<file path="config.mk">
export PLATFORM = sky130hd
export DESIGN_NAME = dcc_loco_packet_builder_unit
export DESIGN_NICKNAME = d
export VERILOG_FILES = /design/src/design/dcc_lpb_pkg.sv /design/src/design/dcc_lpb_sched.sv /design/src/design/dcc_lpb_serializer.sv /design/src/design/dcc_loco_packet_builder_unit.sv
export SDC_FILE = /design/constraint.sdc
export NUM_CORES = 1
export LEC_CHECK = 0
export BUFFER_PORTS_ARGS = -buffer_cell sky130_fd_sc_hd__buf_2
export CORE_MARGIN = 10
export CORE_UTILIZATION = 41
export DETAILED_ROUTE_END_ITERATION = 10
export HOLD_SLACK_MARGIN = 0.03
export PLACE_DENSITY = 0.68
export SKIP_LAST_GASP = 1
export SLEW_MARGIN = 20
export SYNTH_ARGS = -nofsm -noshare
export SYNTH_HDL_FRONTEND = slang
export SYNTH_SLANG_ARGS = --single-unit
</file>
<file path="constraint.sdc">
create_clock -name clk -period 6.3 [get_ports clk]
set_input_delay 0.315 -clock clk [delete_from_list [all_inputs] [get_ports clk]]
set_output_delay 0.315 -clock clk [all_outputs]
set_load 0.03 [all_outputs]
</file>
<file path="src/design/dcc_lpb_pkg.sv">
// Package for the DCC locomotive packet builder.
// Item types, the job handed from scheduler to serializer, and DCC codes.
// No dependencies.
package dcc_lpb_pkg;

    // Configuration register indexes
    localparam logic [1:0] REG_LOCO_ADDRESS        = 2'd0;
    localparam logic [1:0] REG_SPEED_REFRESH_US    = 2'd1;
    localparam logic [1:0] REG_FUNCTION_REFRESH_US = 2'd2;

    localparam int CFG_DATA_BITS = 32;
    localparam int ADDR_BITS     = 14;

    // Reset values of the configuration registers
    localparam logic [ADDR_BITS-1:0]     LOCO_ADDRESS_RST        = 14'd3;
    localparam logic [CFG_DATA_BITS-1:0] SPEED_REFRESH_US_RST    = 32'd100000;
    localparam logic [CFG_DATA_BITS-1:0] FUNCTION_REFRESH_US_RST = 32'd60000000;

    // DCC codes
    localparam logic [ADDR_BITS-1:0] SHORT_ADDR_MAX   = 14'd127;
    localparam logic [1:0]           LONG_ADDR_PREFIX = 2'b11;   // 0xC0
    localparam logic [7:0]           CMD_SPEED_128    = 8'h3F;
    localparam logic [7:0]           ESTOP_BYTE       = 8'h01;
    localparam logic [6:0]           SPEED_STEP_MAX   = 7'd126;
    localparam logic [2:0]           GRP1_PREFIX      = 3'b100;  // 0x80
    localparam logic [3:0]           GRP2_PREFIX      = 4'hB;
    localparam logic [3:0]           GRP3_PREFIX      = 4'hA;
    localparam logic [7:0]           CMD_F13_F20      = 8'hDE;
    localparam logic [7:0]           CMD_F21_F28      = 8'hDF;

    // Input item
    typedef struct packed {
        logic               force_req;
        logic [47:0]        now_us;
        logic signed [7:0]  speed;
        logic               direction;
        logic [28:0]        function_bits;
        logic               queue_near_full;
    } req_item_t;

    // Result item: one packet byte
    typedef struct packed {
        logic [7:0] packet_byte;
        logic       packet_end;
        logic       run_last;
    } pkt_item_t;

    // Packet currently being sent
    typedef enum logic [2:0] {
        PKT_SPEED,
        PKT_GRP1,
        PKT_GRP2,
        PKT_GRP3,
        PKT_GRP4,
        PKT_GRP5
    } pkt_sel_t;

    // Work for one request, decided at accept time
    typedef struct packed {
        logic                 speed_due;
        logic                 func_due;
        logic                 long_addr;
        logic [ADDR_BITS-1:0] addr;
        logic [7:0]           speed_byte;
        logic [28:0]          fbits;
    } job_t;

endpackage

</file>
<file path="src/design/dcc_lpb_sched.sv">
// Scheduler: configuration registers, speed/function timestamps and the
// per-request decision of which packets go out. Uses dcc_lpb_pkg.
module dcc_lpb_sched
    import dcc_lpb_pkg::*;
#(
    parameter int TIME_BITS = 48
) (
    input  logic                     clk,
    input  logic                     rst_n,
    input  logic                     cfg_we,
    input  logic [1:0]               cfg_index,
    input  logic [CFG_DATA_BITS-1:0] cfg_data,
    input  req_item_t                req,
    input  logic                     take,
    output job_t                     job,
    output logic                     job_valid
);

    localparam int NOW_BITS = (TIME_BITS < 48) ? TIME_BITS : 48;

    logic [ADDR_BITS-1:0]     loco_address_reg;
    logic [CFG_DATA_BITS-1:0] speed_refresh_reg;
    logic [CFG_DATA_BITS-1:0] function_refresh_reg;
    logic [TIME_BITS-1:0]     last_speed_reg, last_speed_next;
    logic [TIME_BITS-1:0]     last_func_reg,  last_func_next;

    logic [TIME_BITS-1:0] now_t;
    logic [TIME_BITS:0]   speed_limit;
    logic [TIME_BITS:0]   func_limit;
    logic                 speed_elapsed;
    logic                 func_elapsed;
    logic [6:0]           step_sat;

    // Configuration writes
    always_ff @(posedge clk or negedge rst_n)
    begin
        if (!rst_n)
        begin
            loco_address_reg     <= LOCO_ADDRESS_RST;
            speed_refresh_reg    <= SPEED_REFRESH_US_RST;
            function_refresh_reg <= FUNCTION_REFRESH_US_RST;
        end
        else if (cfg_we)
        begin
            case (cfg_index)
                REG_LOCO_ADDRESS:        loco_address_reg     <= cfg_data[ADDR_BITS-1:0];
                REG_SPEED_REFRESH_US:    speed_refresh_reg    <= cfg_data;
                REG_FUNCTION_REFRESH_US: function_refresh_reg <= cfg_data;
                default:                 ;
            endcase
        end
    end

    // Elapsed tests: now > last + period, sum kept one bit wider
    always_comb
    begin
        now_t         = TIME_BITS'(req.now_us[NOW_BITS-1:0]);
        speed_limit   = {1'b0, last_speed_reg} + (TIME_BITS+1)'(speed_refresh_reg);
        func_limit    = {1'b0, last_func_reg} + (TIME_BITS+1)'(function_refresh_reg);
        speed_elapsed = {1'b0, now_t} > speed_limit;
        func_elapsed  = {1'b0, now_t} > func_limit;
    end

    // Job for the serializer
    always_comb
    begin
        step_sat = (req.speed[6:0] > SPEED_STEP_MAX) ? SPEED_STEP_MAX : req.speed[6:0];
        job.speed_due = req.force_req || speed_elapsed;
        job.func_due  = !req.force_req && !req.queue_near_full && func_elapsed;
        job.long_addr = loco_address_reg > SHORT_ADDR_MAX;
        job.addr      = loco_address_reg;
        job.fbits     = req.function_bits;
        if (req.speed[7])
            job.speed_byte = ESTOP_BYTE;
        else
            job.speed_byte = {req.direction, (step_sat == 7'd0) ? 7'd0 : step_sat + 7'd1};
        job_valid = job.speed_due || job.func_due;
    end

    // Timestamp updates on accepted items: the function time on every one, the speed time only when speed is due
    always_comb
    begin
        last_speed_next = last_speed_reg;
        last_func_next  = last_func_reg;
        if (take)
        begin
            last_func_next = now_t;
            if (job.speed_due)
                last_speed_next = now_t;
        end
    end

    always_ff @(posedge clk or negedge rst_n)
    begin
        if (!rst_n)
        begin
            last_speed_reg <= '0;
            last_func_reg  <= '0;
        end
        else
        begin
            last_speed_reg <= last_speed_next;
            last_func_reg  <= last_func_next;
        end
    end

endmodule

</file>
<file path="src/design/dcc_lpb_serializer.sv">
// Serializer: holds one job and sends its packet bytes one per cycle while
// the output is not stalled, through an output register. Uses dcc_lpb_pkg.
module dcc_lpb_serializer
    import dcc_lpb_pkg::*;
(
    input  logic      clk,
    input  logic      rst_n,
    input  logic      req_valid,
    output logic      req_stall,
    output logic      take,
    input  job_t      new_job,
    input  logic      new_job_valid,
    output logic      pkt_valid,
    input  logic      pkt_stall,
    output pkt_item_t pkt
);

    job_t      job_reg,       job_next;
    logic      job_valid_reg, job_valid_next;
    pkt_sel_t  sel_reg,       sel_next;
    logic [1:0] pos_reg,      pos_next;
    pkt_item_t out_reg,       out_next;
    logic      out_valid_reg, out_valid_next;

    logic [1:0] addr_len;
    logic [1:0] body_len;
    logic [2:0] pkt_len;
    logic [1:0] body_idx;
    logic [7:0] cur_byte;
    logic       cur_end;
    logic       cur_last;
    logic       out_free;
    logic       move;

    // Current byte of the current packet
    always_comb
    begin
        addr_len = job_reg.long_addr ? 2'd2 : 2'd1;
        case (sel_reg)
            PKT_SPEED, PKT_GRP4, PKT_GRP5: body_len = 2'd2;
            default:                       body_len = 2'd1;
        endcase
        pkt_len  = {1'b0, addr_len} + {1'b0, body_len};
        body_idx = pos_reg - addr_len;
        cur_byte = 8'h00;
        if (pos_reg < addr_len)
        begin
            if (job_reg.long_addr && pos_reg == 2'd0)
                cur_byte = {LONG_ADDR_PREFIX, job_reg.addr[13:8]};
            else
                cur_byte = job_reg.addr[7:0];
        end
        else
        begin
            case (sel_reg)
                PKT_SPEED: cur_byte = (body_idx == 2'd0) ? CMD_SPEED_128 : job_reg.speed_byte;
                PKT_GRP1:  cur_byte = {GRP1_PREFIX, job_reg.fbits[0], job_reg.fbits[4:1]};
                PKT_GRP2:  cur_byte = {GRP2_PREFIX, job_reg.fbits[8:5]};
                PKT_GRP3:  cur_byte = {GRP3_PREFIX, job_reg.fbits[12:9]};
                PKT_GRP4:  cur_byte = (body_idx == 2'd0) ? CMD_F13_F20 : job_reg.fbits[20:13];
                PKT_GRP5:  cur_byte = (body_idx == 2'd0) ? CMD_F21_F28 : job_reg.fbits[28:21];
                default:   cur_byte = 8'h00;
            endcase
        end
        cur_end  = {1'b0, pos_reg} == (pkt_len - 3'd1);
        cur_last = cur_end &&
                   (sel_reg == PKT_GRP5 || (sel_reg == PKT_SPEED && !job_reg.func_due));
    end

    // Handshake: a new item enters as the last byte of the old one leaves
    always_comb
    begin
        out_free  = !out_valid_reg || !pkt_stall;
        move      = job_valid_reg && out_free;
        req_stall = job_valid_reg && !(out_free && cur_last);
        take      = req_valid && !req_stall;
    end

    // Job sequencing
    always_comb
    begin
        job_next       = job_reg;
        job_valid_next = job_valid_reg;
        sel_next       = sel_reg;
        pos_next       = pos_reg;
        if (take)
        begin
            job_next       = new_job;
            job_valid_next = new_job_valid;
            sel_next       = new_job.speed_due ? PKT_SPEED : PKT_GRP1;
            pos_next       = 2'd0;
        end
        else if (move)
        begin
            if (cur_last)
                job_valid_next = 1'b0;
            if (cur_end)
            begin
                pos_next = 2'd0;
                case (sel_reg)
                    PKT_SPEED: sel_next = PKT_GRP1;
                    PKT_GRP1:  sel_next = PKT_GRP2;
                    PKT_GRP2:  sel_next = PKT_GRP3;
                    PKT_GRP3:  sel_next = PKT_GRP4;
                    PKT_GRP4:  sel_next = PKT_GRP5;
                    default:   sel_next = PKT_SPEED;
                endcase
            end
            else
                pos_next = pos_reg + 2'd1;
        end
    end

    // Output register
    always_comb
    begin
        out_next       = out_reg;
        out_valid_next = out_valid_reg;
        if (out_free)
        begin
            out_valid_next       = move;
            out_next.packet_byte = cur_byte;
            out_next.packet_end  = cur_end;
            out_next.run_last    = cur_last;
        end
    end

    always_ff @(posedge clk or negedge rst_n)
    begin
        if (!rst_n)
        begin
            job_valid_reg <= 1'b0;
            out_valid_reg <= 1'b0;
            sel_reg       <= PKT_SPEED;
            pos_reg       <= 2'd0;
        end
        else
        begin
            job_valid_reg <= job_valid_next;
            out_valid_reg <= out_valid_next;
            sel_reg       <= sel_next;
            pos_reg       <= pos_next;
        end
    end

    always_ff @(posedge clk)
    begin
        job_reg <= job_next;
        out_reg <= out_next;
    end

    assign pkt_valid = out_valid_reg;
    assign pkt       = out_reg;

    // Checks
    a_pos_in_packet: assert property (@(posedge clk) disable iff (!rst_n)
        job_valid_reg |-> ({1'b0, pos_reg} < pkt_len))
        else $error("byte position past end of packet");

    a_empty_job_dropped: assert property (@(posedge clk) disable iff (!rst_n)
        (take && !new_job_valid) |=> !job_valid_reg)
        else $error("item with no packets left a job behind");

    a_last_is_end: assert property (@(posedge clk) disable iff (!rst_n)
        (out_valid_reg && out_reg.run_last) |-> out_reg.packet_end)
        else $error("run ended inside a packet");

    a_no_take_midrun: assert property (@(posedge clk) disable iff (!rst_n)
        (take && job_valid_reg) |-> (move && cur_last))
        else $error("new item taken while a run was still sending");

endmodule

</file>
<file path="src/design/dcc_loco_packet_builder_unit.sv">
// Top level of the DCC locomotive packet builder.
// Instantiates dcc_lpb_sched and dcc_lpb_serializer; uses dcc_lpb_pkg.
//
//  channel | direction | handshake           | payload
//  req     | in        | req_valid/req_stall | req_item_t request
//  pkt     | out       | pkt_valid/pkt_stall | pkt_item_t, one packet byte
//  cfg     | in        | cfg_we              | cfg_index, cfg_data
//
// A request produces 0 to 21 packet bytes (speed packet 3-4, group packets
// 2-4 each, depending on address length); a request with no packet due
// leaves no job in the serializer. The next request is taken in the cycle
// the last byte of the previous one moves to the output register. Reset is
// immediate, with no clearing pass. A stalled output holds its byte; while a
// job is held, the serializer then stalls requests.
module dcc_loco_packet_builder_unit
    import dcc_lpb_pkg::*;
#(
    parameter int TIME_BITS = 48
) (
    input  logic                     clk,
    input  logic                     rst_n,
    input  logic                     cfg_we,
    input  logic [1:0]               cfg_index,
    input  logic [CFG_DATA_BITS-1:0] cfg_data,
    input  logic                     req_valid,
    output logic                     req_stall,
    input  req_item_t                req,
    output logic                     pkt_valid,
    input  logic                     pkt_stall,
    output pkt_item_t                pkt
);

    job_t job;
    logic job_valid;
    logic take;

    // Decision and timestamps
    dcc_lpb_sched #(
        .TIME_BITS (TIME_BITS)
    ) u_sched (
        .clk       (clk),
        .rst_n     (rst_n),
        .cfg_we    (cfg_we),
        .cfg_index (cfg_index),
        .cfg_data  (cfg_data),
        .req       (req),
        .take      (take),
        .job       (job),
        .job_valid (job_valid)
    );

    // Byte sequencing and output register
    dcc_lpb_serializer u_serializer (
        .clk           (clk),
        .rst_n         (rst_n),
        .req_valid     (req_valid),
        .req_stall     (req_stall),
        .take          (take),
        .new_job       (job),
        .new_job_valid (job_valid),
        .pkt_valid     (pkt_valid),
        .pkt_stall     (pkt_stall),
        .pkt           (pkt)
    );

endmodule

</file>
# Word level (Yosys, flattened, before mapping)
# Cells that the tools add are included.
# word_totals
register_bits,244
output_inout_bits,12
wordCells,95
# op_classes
addsub,7
order_cmp,5
eq_ne,8
mux,21
n_reduce_logical,36
# ops
op,n
$add A48 B32 Y49,2
$gt A48 B49 Y1,2
$pmux W8 S6,1
$mux W8,5
$pmux W3 S5,1
$gt A14 B7 Y1 const B,1
$reduce_and A2 Y1,6
$mux W2,5
$logic_and A1 B1 Y1,9
$mux W3,3
$add A7 B1 Y7 const B,1
$gt A7 B7 Y1 const B,1
$logic_not A1 Y1,7
$logic_not A7 Y1,1
$mux W7,1
$eq A3 B2 Y1 const B,2
$eq A3 B3 Y1 const B,2
$logic_not A2 Y1,3
$reduce_bool A2 Y1,3
$mux W1,5
$logic_or A1 B1 Y1,4
$add A2 B2 Y3,1
$eq A2 B3 Y1,1
$eq A3 B1 Y1 const B,1
other kinds (9),9

# Longest topological paths before layout
# Gate-level depths: netlist of run 1.
# depth
ltp_word,14
ltp_mapped,23
mapped_depth_nobuf,20

# Modules after synthesis
# A second synthesis of run 1 with hierarchy kept.
# hier_totals
cells_unflattened,1506
hier_area_um2,16224.3
# by_module_without_submodules
module,n_inst,cells_each,area_each_um2
dcc_lpb_sched,1,1282,13215.2
dcc_lpb_serializer,1,224,3009.1

# Worst setup path before layout of run 1
# No wires, ideal clock.
# synth_path
path_type,register to register
startpoint,register u_sched.last_speed_reg[23]
endpoint,register u_sched.last_speed_reg[23]
setup_ns,0.104
arrival_time_ns,4.579
required_ns,6.196
path_slack_ns,1.617
stages_incl_launch_ff,22
n_path_buf,4
period_less_slack_ns,4.683
cell_sequence,dfrtp_1 > ha_1 > buf_6 > a21o_1 > a221o_1 > nor3_2 > o21ai_1 > a221o_1 > or2_2 > clkbuf_1 > nand3_1 > xnor2_1 > ha_1 > and3_1 > nand3_1 > or4_1 > or3_1 > o21ai_1 > buf_2 > buf_1 > nand2_1 > o311ai_1
# synth_between
elab_chain_cells,4
# synth_lines
item,line,text
start: declaration,dcc_lpb_sched.sv:24,"logic [TIME_BITS-1:0] last_speed_reg, last_speed_next;"
start signal: assignment,dcc_lpb_sched.sv:102,last_speed_reg <= last_speed_next;
$add A48 B32 Y49,dcc_lpb_sched.sv:58,"speed_limit = {1'b0, last_speed_reg} + (TIME_BITS+1)'(speed_refresh_reg);"
$gt A48 B49 Y1,dcc_lpb_sched.sv:60,"speed_elapsed = {1'b0, now_t} > speed_limit;"
$logic_or A1 B1 Y1,dcc_lpb_sched.sv:68,job.speed_due = req.force_req || speed_elapsed;
$reduce_and A2 Y1 (no line),-,
# Every way passes these cells.
# A chain may end at the register's enable or synchronous reset.

# Worst setup path in the final report of run 1
# layout_path
startpoint,register u_sched.speed_refresh_reg[5]
endpoint,register u_sched.last_speed_reg[6]
# layout_between
elab_chain_cells,4
# layout_lines
item,line,text
start: declaration,dcc_lpb_sched.sv:22,logic [CFG_DATA_BITS-1:0] speed_refresh_reg;
start signal: assignment,dcc_lpb_sched.sv:47,REG_SPEED_REFRESH_US: speed_refresh_reg <= cfg_data;
$add A48 B32 Y49,dcc_lpb_sched.sv:58,
$gt A48 B49 Y1,dcc_lpb_sched.sv:60,
$logic_or A1 B1 Y1,dcc_lpb_sched.sv:68,
$reduce_and A2 Y1 (no line),-,
# Every way passes these cells.

==> qor.yml, run 1 <==
grt_max_degree: 127
core_area_sq_um: 41000
yosys-top-cells-area: "dfrtp_1 24%, ha_1 12%, edfxtp_1 11%, nand2_1 6.1%, mux2_2 5.1%"
setup_viol: 0
hold_class: "primary input to flip-flop"
path_buf_inv: 1
drive_above_1_share: 0.165
antenna_found_initial: 1
path_clk_slew_ns: 0.06
period_share: 0.871
vias: 14570
outcome: "finished, final reports clean"
rows: 74
skew_ns: 0.0143
cts_resized: 0
drtPass1Iterations: 7
fin_crit_ns: 5.48
finish.instance_area_sq_um: 20000
numCtsBuffers: 28
cts.path.max_buffers: 3
wl_um: 49200
cts_sinks: 244
avgRoutedWirePerCell_um: 19.3
max-cap-violations: 0
max_slew_margin: 0.321
cts_tree: "yes"
drc_errors: 0
gr-total-overflow: 0
crit_type: "flip-flop to flip-flop"
finalSetupTns_ns: 0
placed_cell_area_sq_um: 18200
grt_use_met3: 0.0319
crit_family: "compound AO/OA/AOI/OAI gates"
grt_pass1_vias: 14743
grt-busiest-layer: "met2"
ir_drop_v: 0.000505
drt_iter0_markers: 1140
die_w_um: 224
worst-path-max-fanout: 19
ys_async_sr_fraction: 0.742
gp_congestion: 0.885
vias_per_cell: 5.72
synth.top_cell.area_share: 0.239
synth_commonest_cells: "279 x nand2_1, 166 x ha_1, 163 x dfrtp_1"
area_growth_pct: 17.3
start_util: 0.416
synth_ff_type: "dfrtp_1"
cp.required_ns: 6.81
final_nets: 2288
clock_latency_ns: 0.58
place_ws_ns: 0.906
h-tree-depth: 1
numPlacedInstances: 2408
cp-start-kind: "flip-flop"
seq_area_frac_synth: 0.377
avgSynthCellArea_sq_um: 9.45
synth_seq_cells: 244
p_total_mw: 11.0
worst_pin_slew_ns: 1.02
root_buffer: "clkbuf_16"
cpMaxStageDelayCell: "o21a_1"
post-route-util: 0.488
power_density_nw_per_um2: 551
grtUsageMet1: 0.256
gr-usage-met2: 0.312
grt_use_total: 0.191
grt_pass1_wl_um: 79100
fin_cells: 2547
yosysMostFrequentCell: "nand2_1"
largest_reg_flops: 53
die_h_um: 224
io_buffers: 138
syn-num-nets: 2101
worst_hold_slack_ns: 0.0493
fmax_ghz: 0.182
synth_cell_types: 76
p_leak_nw: 8.63
rsz0062_at_grt: "false"
drv_slew: 0
synth_top_area_cell: "dfrtp_1"
hold_viol: 0
crit_chain: "ha_1, o21a_1, o211ai_1, a31oi_1, o21ai_0, a21oi_1, o31a_1, o31ai_1, xnor2_1, ha_1, nand4_1, nor4_1, nand3_1, a21oi_1, o41a_1, o21a_1, buf_4, nand4_1, nand3_1"
ant_nets: 0
yosysWarnings: 0
setup_ws_ns: 0.815
dpl.hpwl_um: 36100
max_stage_delay_ns: 0.62
endpoint_kind: "flip-flop"
syn_area_sq_um: 17100
syn_inst: 1806
n_antenna_cell: 0
io_pins: 139
crit_arrival_ns: 5.99
dieArea_sq_um: 50200
synth_edf_count: 63
worst register-to-register path: stages (launching register included):
cell and delay, ns:
dfstp_2 0.55, ha_1 0.30, o21a_1 0.21, o211ai_1 0.16, a31oi_1 0.09, o21ai_0 0.36, a21oi_1 0.22, o31a_1 0.37
o31ai_1 0.32, xnor2_1 0.12, ha_1 0.33, nand4_1 0.11, nor4_1 0.40, nand3_1 0.12, a21oi_1 0.18, o41a_1 0.24
o21a_1 0.62, buf_4 0.41, nand4_1 0.16, nand3_1 0.14
layout make-up:
cell class	count	area, sq um
inverter	54	208
clock buffer	37	785
fill	3841	21000
tap	532	666
timing repair buffer	240	1680
multi-input combinational	1425	10100
sequential	244	6440
clock inverter	15	160
routing by layer:
metal,part of all wire,vias up
li1,-,7055
met1,0.46,7014
met2,0.46,422
met3,0.055,77
met4,0.026,2
met5,0.00026,-
layout by cell type, fill, tap and decap left out, drive strengths merged, types with 18 or more instances in the layout:
master,Yosys,layout
a21o,37,37
a21oi,130,130
a221oi,39,39
a31oi,20,20
and3,52,52
buf,28,152
clkbuf,55,38
dfrtp,163,163
dfstp,18,18
dlygate4sd3,0,87
edfxtp,63,63
ha,166,166
inv,52,54
mux2,78,78
mux2i,19,19
nand2,279,279
nand3,56,56
nand4,50,50
nor2,59,59
nor2b,40,40
nor3,24,24
o21ai,74,74
o311ai,29,29
or3,18,18
xnor2,62,62
xor2,33,33
kinds of logic (layout without fill, tap and decap cells):
kind of cell	count (synthesis)	count (layout)	share of synthesized area
AO/OA/AOI/OAI	430	430	0.173
XOR/XNOR	95	95	0.0487
adder cells (fa/ha/maj)	168	168	0.124
buffers and inverters	137	346	0.0343
flip-flops	244	244	0.377
multiplexers	97	97	0.0626
AND/OR/NAND/NOR	635	635	0.180
final timing paths:
path | cells after the start | slack [ns] | start | to
max in group asynchronous | 3 | 4.39 | rst_n | u_sched.last_speed_reg[38]
min reg2reg | 0 | 0.45 | u_sched.loco_address_reg[2] | u_serializer.job_reg[39]
min | 3 | 0.05 | req[69] | u_sched.last_func_reg[30]
max | 19 | 0.82 | u_sched.speed_refresh_reg[5] | u_sched.last_speed_reg[6]
min in group asynchronous | 2 | 0.43 | rst_n | u_sched.last_func_reg[9]
max reg2reg | 19 | 0.82 | u_sched.speed_refresh_reg[5] | u_sched.last_speed_reg[6]
power by group:
group | internal [mW] | total [mW] | switching [mW]
Sequential | 2.06 | 2.36 | 0.296
Clock | 0.962 | 1.65 | 0.691
Combinational | 2.51 | 7.02 | 4.51
what timing repair did:
item / 4_1_cts / 5_1_grt
hold endpoints to repair: 208 / 2
setup buffers: 0 / 0
hold buffers: 85 / 2
Power figures use the tool's default switching activity.
==> run 2: changes to the inputs <==
Settings changed: SYNTH_HIERARCHICAL from default to 1.
==> run 2 against run 1 <==
- first-iteration DRC count decreased by 21%
- sequential power increased by 8%
- cell area decreased by 6.6%
- clock skew increased by 0.013 ns
- clock-buffer cell count decreased by 3
- highest routed layer unchanged
- fmax decreased by 7.7%
- core utilization decreased by 0.75 points
- register-to-register slack got worse by 0.46 ns
- critical path type unchanged
==> qor.yml, run 2 <==
outcome: "finished, final reports clean"
synth.top_cell.area_share: 0.251  # +0.0125
max-cap-violations: 0  # unchanged
grt_use_met3: 0.0242  # -0.00767
yosysWarnings: 6  # +6
r2r_cells: 19  # unchanged
io_pins: 139  # unchanged
die_h_um: 219  # -2.3%
r2r_setup_slack_ns: 0.35  # -0.46 ns
final_nets: 1965  # -14%
synth_edf_count: 63  # unchanged
grt_use_total: 0.176  # -0.0145
grtUsageMet1: 0.237  # -0.0186
dpl.hpwl_um: 32900  # -8.9%
final_common_cell: "ha_1"
vias_per_cell: 5.63  # -1.5%
largest_reg_flops: 53  # unchanged
path_clk_slew_ns: 0.06  # about the same
drtPass1Iterations: 5  # -2
area_growth_pct: 15.4
seq_area_frac_synth: 0.397  # +0.0197
p_total_mw: 9.59  # -13%
gr-usage-met2: 0.295  # -0.0170
synth_seq_cells: 244  # unchanged
worst-path-max-fanout: 26  # +7
cts.path.max_buffers: 3  # unchanged
grt_pass1_wl_um: 68800  # -13%
max_slew_margin: 0.308  # -0.0129
syn-num-nets: 1801  # -14%
clock_latency_ns: 0.57  # about the same
cts_tree: "yes"
cp-start-kind: "flip-flop"
die_w_um: 219  # -2.3%
rsz0062_at_grt: "false"
yosysMostFrequentCell: "ha_1"
cp.required_ns: 6.74  # -0.07 ns
start_util: 0.417  # +0.000657
power_density_nw_per_um2: 512  # -7.0%
worst_pin_slew_ns: 1.04  # +0.0194 ns
grt_pass1_vias: 12761  # -13%
drc_errors: 0  # unchanged
avgRoutedWirePerCell_um: 19.5  # +1.1%
drt_iter0_markers: 904  # -21%
critPathLaunch: "u_sched/last_speed_reg[1]"
synth_top_area_cell: "dfrtp_1"
drv_slew: 0  # unchanged
synth_cell_types: 75  # -1.3%
setup_viol: 0  # unchanged
ir_drop_v: 0.000301  # -40%
layout_common_cells: "166 x ha_1, 163 x dfrtp_1, 157 x mux2_2"
gr-total-overflow: 0  # unchanged
p_leak_nw: 8.16  # -5.4%
dieArea_sq_um: 47900  # -4.5%
ys_async_sr_fraction: 0.742  # unchanged
skew_ns: 0.0276  # +0.0134 ns
avgSynthCellArea_sq_um: 10.8  # +14%
h-tree-depth: 1  # unchanged
n_antenna_cell: 0  # unchanged
r2r-end: "u_sched/last_speed_reg[10]"
vias: 12443  # -15%
finalSetupTns_ns: 0  # unchanged
hold_class: "primary input to flip-flop"
wl_um: 43100  # -12%
hold_viol: 0  # unchanged
syn_area_sq_um: 16200  # -5.0%
period_share: 0.944  # +0.0731
ant_nets: 0  # unchanged
fin_crit_ns: 5.95  # +0.461 ns
cts_sinks: 244  # unchanged
rr_startpoint: "u_sched/last_speed_reg[1]"
yosys-top-cells-area: "dfrtp_1 25%, ha_1 13%, edfxtp_1 12%, mux2_2 11%, xor2_1 3.3%"
fmax_ghz: 0.168  # -7.7%
numCtsBuffers: 27  # -3.6%
endpoint_kind: "flip-flop"
crit_type: "flip-flop to flip-flop"
antenna_found_initial: 3  # +2
root_buffer: "clkbuf_16"
drive_above_1_share: 0.242  # +0.0772
hold_depth: 2  # -1
core_area_sq_um: 38900  # -5.1%
gp_congestion: 0.914  # +3.3%
synth_ff_type: "dfrtp_1"
syn_inst: 1506  # -17%
crit_arrival_ns: 6.38  # +0.39 ns
grt-busiest-layer: "met2"
cts_setup_buffers: 0  # unchanged
cp-endpoint: "u_sched/last_speed_reg[10]"
rows: 72  # -2.7%
synth_commonest_cells: "166 x ha_1, 163 x dfrtp_1, 157 x mux2_2"
worst_hold_slack_ns: 0.0435  # -0.00587 ns
grt_max_degree: 83  # -35%
io_buffers: 138  # unchanged
run 2: through the flow:
stage,instance area [sq um],utilization,setup slack (ns),instances
2_1_floorplan,16200,-,1.38,1506
3_3_place_gp,17300,0.445,0.604,2109
3_5_place_dp,17300,0.445,0.481,2109
4_1_cts,18700,0.481,0.409,2209
5_1_grt,18700,0.481,0.0114,2209
6_report,18700,0.481,0.355,2209
run 2: layout make-up:
type / count / area [sq um]
timing repair buffer: 207 / 1340
sequential: 244 / 6440
multi-input combinational: 1151 / 9220
tap: 518 / 648
fill: 3601 / 20200
inverter: 39 / 146
clock inverter: 16 / 194
clock buffer: 34 / 722
run 2: how the worst min path moves through the flow:
stage                                  endpoint         from
2_1_floorplan   u_sched/function_refresh_reg[0]        rst_n
3_5_place_dp   u_sched/function_refresh_reg[13]        rst_n
4_1_cts             u_sched/loco_address_reg[9]  cfg_data[9]
5_1_grt              u_sched/last_speed_reg[39]      req[78]
6_report             u_sched/last_speed_reg[35]      req[74]
3_3_place_gp   u_sched/function_refresh_reg[13]        rst_n
run 2: repair_timing:
action | CTS | global route
hold buffers | 50 | 0
resized for setup | 0 | 0
hold endpoints to repair | 139 | 0
run 2: layer usage:
layer  vias up  wire (um)
met3        62       1850
met4         4        705
met5         -         21
met2       300      20500
met1      6126      20000
li1       5951          -
run 2: worst max-delay path: stages (launching register included):
cell	delay, ns
dfrtp_1	0.40
ha_1	0.30
a211oi_1	0.30
o21ai_0	0.25
o21ai_0	0.37
a211oi_1	0.13
nor4b_1	0.62
o21bai_1	0.13
a21oi_1	0.21
xor2_1	0.10
ha_1	0.35
nand4_1	0.18
or4_1	0.54
or3_1	0.40
nor3b_1	0.21
o2bb2ai_1	0.18
o31ai_2	0.10
a41oi_4	0.21
buf_4	0.42
mux2_2	0.38
run 2: power by group:
part | internal [mW] | switching (mW)
Sequential | 2.19 | 0.358
Combinational | 2.40 | 3.00
Clock | 0.978 | 0.665
run 2: logic make-up (layout without fill, tap and decap cells):
kind of cell,count (synthesis),after routing,share of synthesized area
XOR/XNOR,92,92,0.0497
AND/OR/NAND/NOR,346,346,0.111
multiplexers,184,184,0.132
buffers and inverters,111,296,0.0356
adder cells (fa/ha/maj),168,168,0.130
flip-flops,244,244,0.397
AO/OA/AOI/OAI,361,361,0.145
==> run 3: changes to the inputs <==
Settings changed: PLACE_DENSITY 0.68 to default, PLACE_DENSITY_LB_ADDON from default to 0.1.
==> run 3 against run 2 <==
- combinational power hardly changed
- routed wire length up 4.8%
- clock power increased by 3%
- largest cell class unchanged
- largest power group unchanged
==> qor.yml, run 3 (synthesis gave the netlist of run 2 again) <==
cp.required_ns: 6.74  # about the same
antenna_found_initial: 0  # -3
critPathLaunch: "u_sched/last_speed_reg[0]"
worst_pin_slew_ns: 1.11  # +0.0673 ns
rr_startpoint: "u_sched/last_speed_reg[0]"
grt_use_total: 0.187  # +0.0110
final_nets: 1975  # +0.51%
fmax_ghz: 0.173  # +2.8%
drc_errors: 0  # unchanged
cts.path.max_buffers: 3  # unchanged
endpoint_kind: "flip-flop"
h-tree-depth: 1  # unchanged
place_ws_ns: 0.467  # -0.0139 ns
ir_drop_v: 0.000231  # -23%
grt_max_degree: 96  # +16%
finalSetupTns_ns: 0  # unchanged
combPwrFrac: 0.561  # -0.002
drt_iter0_markers: 824  # -8.8%
start_util: 0.417  # unchanged
cts_tree: "yes"
io_pins: 139  # unchanged
min_from: "cfg_data[9]"
numCtsBuffers: 29  # +7.4%
power_density_nw_per_um2: 512  # about the same
ant_nets: 0  # unchanged
wl_um: 45100  # +4.8%
crit_type: "flip-flop to flip-flop"
die_h_um: 219  # unchanged
grt_pass1_wl_um: 71600  # +4.1%
r2r_cells: 20  # +1
hold_viol: 0  # unchanged
core_area_sq_um: 38900  # unchanged
max_slew_margin: 0.263  # -0.0449
avgRoutedWirePerCell_um: 20.3  # +4.2%
r2r_setup_slack_ns: 0.52  # +0.16 ns
grt_pass1_vias: 12545  # -1.7%
drive_above_1_share: 0.245  # +0.00240
dpl.hpwl_um: 34400  # +4.4%
outcome: "finished, final reports clean"
vias_per_cell: 5.55  # -1.5%
gp_congestion: 0.870  # -4.8%
rsz0062_at_grt: "false"
largest_reg_flops: 53  # unchanged
p_int_mw: 5.61  # +0.74%
clock_latency_ns: 0.57  # about the same
clkPwrFrac: 0.175  # +0.004
die_w_um: 219  # unchanged
max-cap-violations: 0  # unchanged
netSwitchingFraction: 0.420  # +0.000884
worst-path-max-fanout: 17  # -35%
n_antenna_cell: 0  # unchanged
cp-start-kind: "flip-flop"
final_common_cell: "ha_1"
gr-total-overflow: 0  # unchanged
path_clk_slew_ns: 0.06  # about the same
hold_depth: 2  # unchanged
r2r-end: "u_sched/last_speed_reg[14]"
pwr-share-seq: 0.265  # about the same
hold_end: "u_sched/loco_address_reg[9]"
drv_slew: 0  # unchanged
layout_common_cells: "166 x ha_1, 163 x dfrtp_1, 157 x mux2_2"
vias: 12323  # -0.96%
post-route-util: 0.485  # +0.00453
hold_class: "primary input to flip-flop"
root_buffer: "clkbuf_16"
io_buffers: 138  # unchanged
rows: 72  # unchanged
cts_sinks: 244  # unchanged
crit_arrival_ns: 6.22  # -0.16 ns
drtPass1Iterations: 5  # unchanged
p_leak_nw: 8.24  # +0.88%
skew_ns: 0.0160  # -0.0117 ns
dieArea_sq_um: 47900  # unchanged
switchingPower_mw: 4.07  # +1.1%
fin_crit_ns: 5.78  # -0.165 ns
period_share: 0.918  # -0.0261
setup_viol: 0  # unchanged
area_growth_pct: 16.4
setup_ws_ns: 0.519  # +0.165 ns
[run 3: cell types whose count changed in the layout (fill, tap and decap cells not counted), moves of 3 or more]
cell,delta
buf_4,-3
clkbuf_8,+6
clkinv_1,-4
dlygate4sd3_1,+9
[run 3: final cells by class]
class                      instances  area (sq um)
tap                              518           648
clock buffer                      44           862
timing repair buffer             215          1450
multi-input combinational       1151          9230
clock inverter                    10           110
inverter                          39           146
fill                            3685         20000
sequential                       244          6440
[run 3: power by group through the flow]
stage	clock network, mW	logic, mW	registers, mW
2_1_floorplan	0	3.98	2.51
3_3_place_gp	0	5.28	2.58
3_5_place_dp	0	5.33	2.59
4_1_cts	1.74	5.40	2.57
5_1_grt	1.80	6.09	2.63
6_report	1.69	5.42	2.56
[run 3: worst max-delay path by stage]
stage | slack (ns) | to
after detailed placement | 0.47 | u_sched/last_speed_reg[8]
after floorplan | 1.38 | u_sched/last_speed_reg[27]
final | 0.52 | u_sched/last_speed_reg[14]
after CTS | 0.43 | u_sched/last_speed_reg[14]
after global placement | 0.52 | u_sched/last_speed_reg[15]
after global routing | 0.14 | u_sched/last_speed_reg[12]
[run 3: worst max-delay path, cell delays in order (launching register included)]
cell and delay [ns]:
dfrtp_1 0.35, ha_1 0.20, inv_1 0.07, fa_1 0.39
nand2b_1 0.18, a21oi_1 0.22, o21ai_0 0.17, nand2_1 0.16
a31oi_2 0.21, o31ai_1 0.66, xnor2_1 0.18, ha_1 0.33
nand4_1 0.15, or4_1 0.54, or3_1 0.41, nor3b_1 0.20
o2bb2ai_1 0.18, o31ai_2 0.10, a41oi_4 0.26, buf_4 0.31
mux2_2 0.37
[run 3: per-layer routing]
metal | track usage | up-vias | share of wire
li1 | - | 5971 | -
met1 | 0.264 | 6051 | 0.48
met2 | 0.300 | 243 | 0.46
met3 | 0.0261 | 58 | 0.045
met4 | 0.0384 | 0 | 0.020
met5 | 0 | - | 0
[run 3: through the flow]
| step | instances | hold slack (ns) | power, mW | cell area [sq um] |
|---|---|---|---|---|
| 6_report | 2221 | 0.0497 | 9.67 | 18900 |
| 3_5_place_dp | 2108 | 0.434 | 7.92 | 17300 |
| 3_3_place_gp | 2108 | 0.431 | 7.86 | 17300 |
| 2_1_floorplan | 1506 | 0.0194 | 6.50 | 16200 |
| 5_1_grt | 2221 | 0.0422 | 10.5 | 18900 |
| 4_1_cts | 2221 | 0.0327 | 9.71 | 18900 |
[run 3: what timing repair did]
item                       in CTS  in global routing
buffers inserted                0                  0
gates resized for setup         0                  2
hold buffers                   59                  0
setup endpoints to repair       0                 48
hold endpoints to repair      158                  0
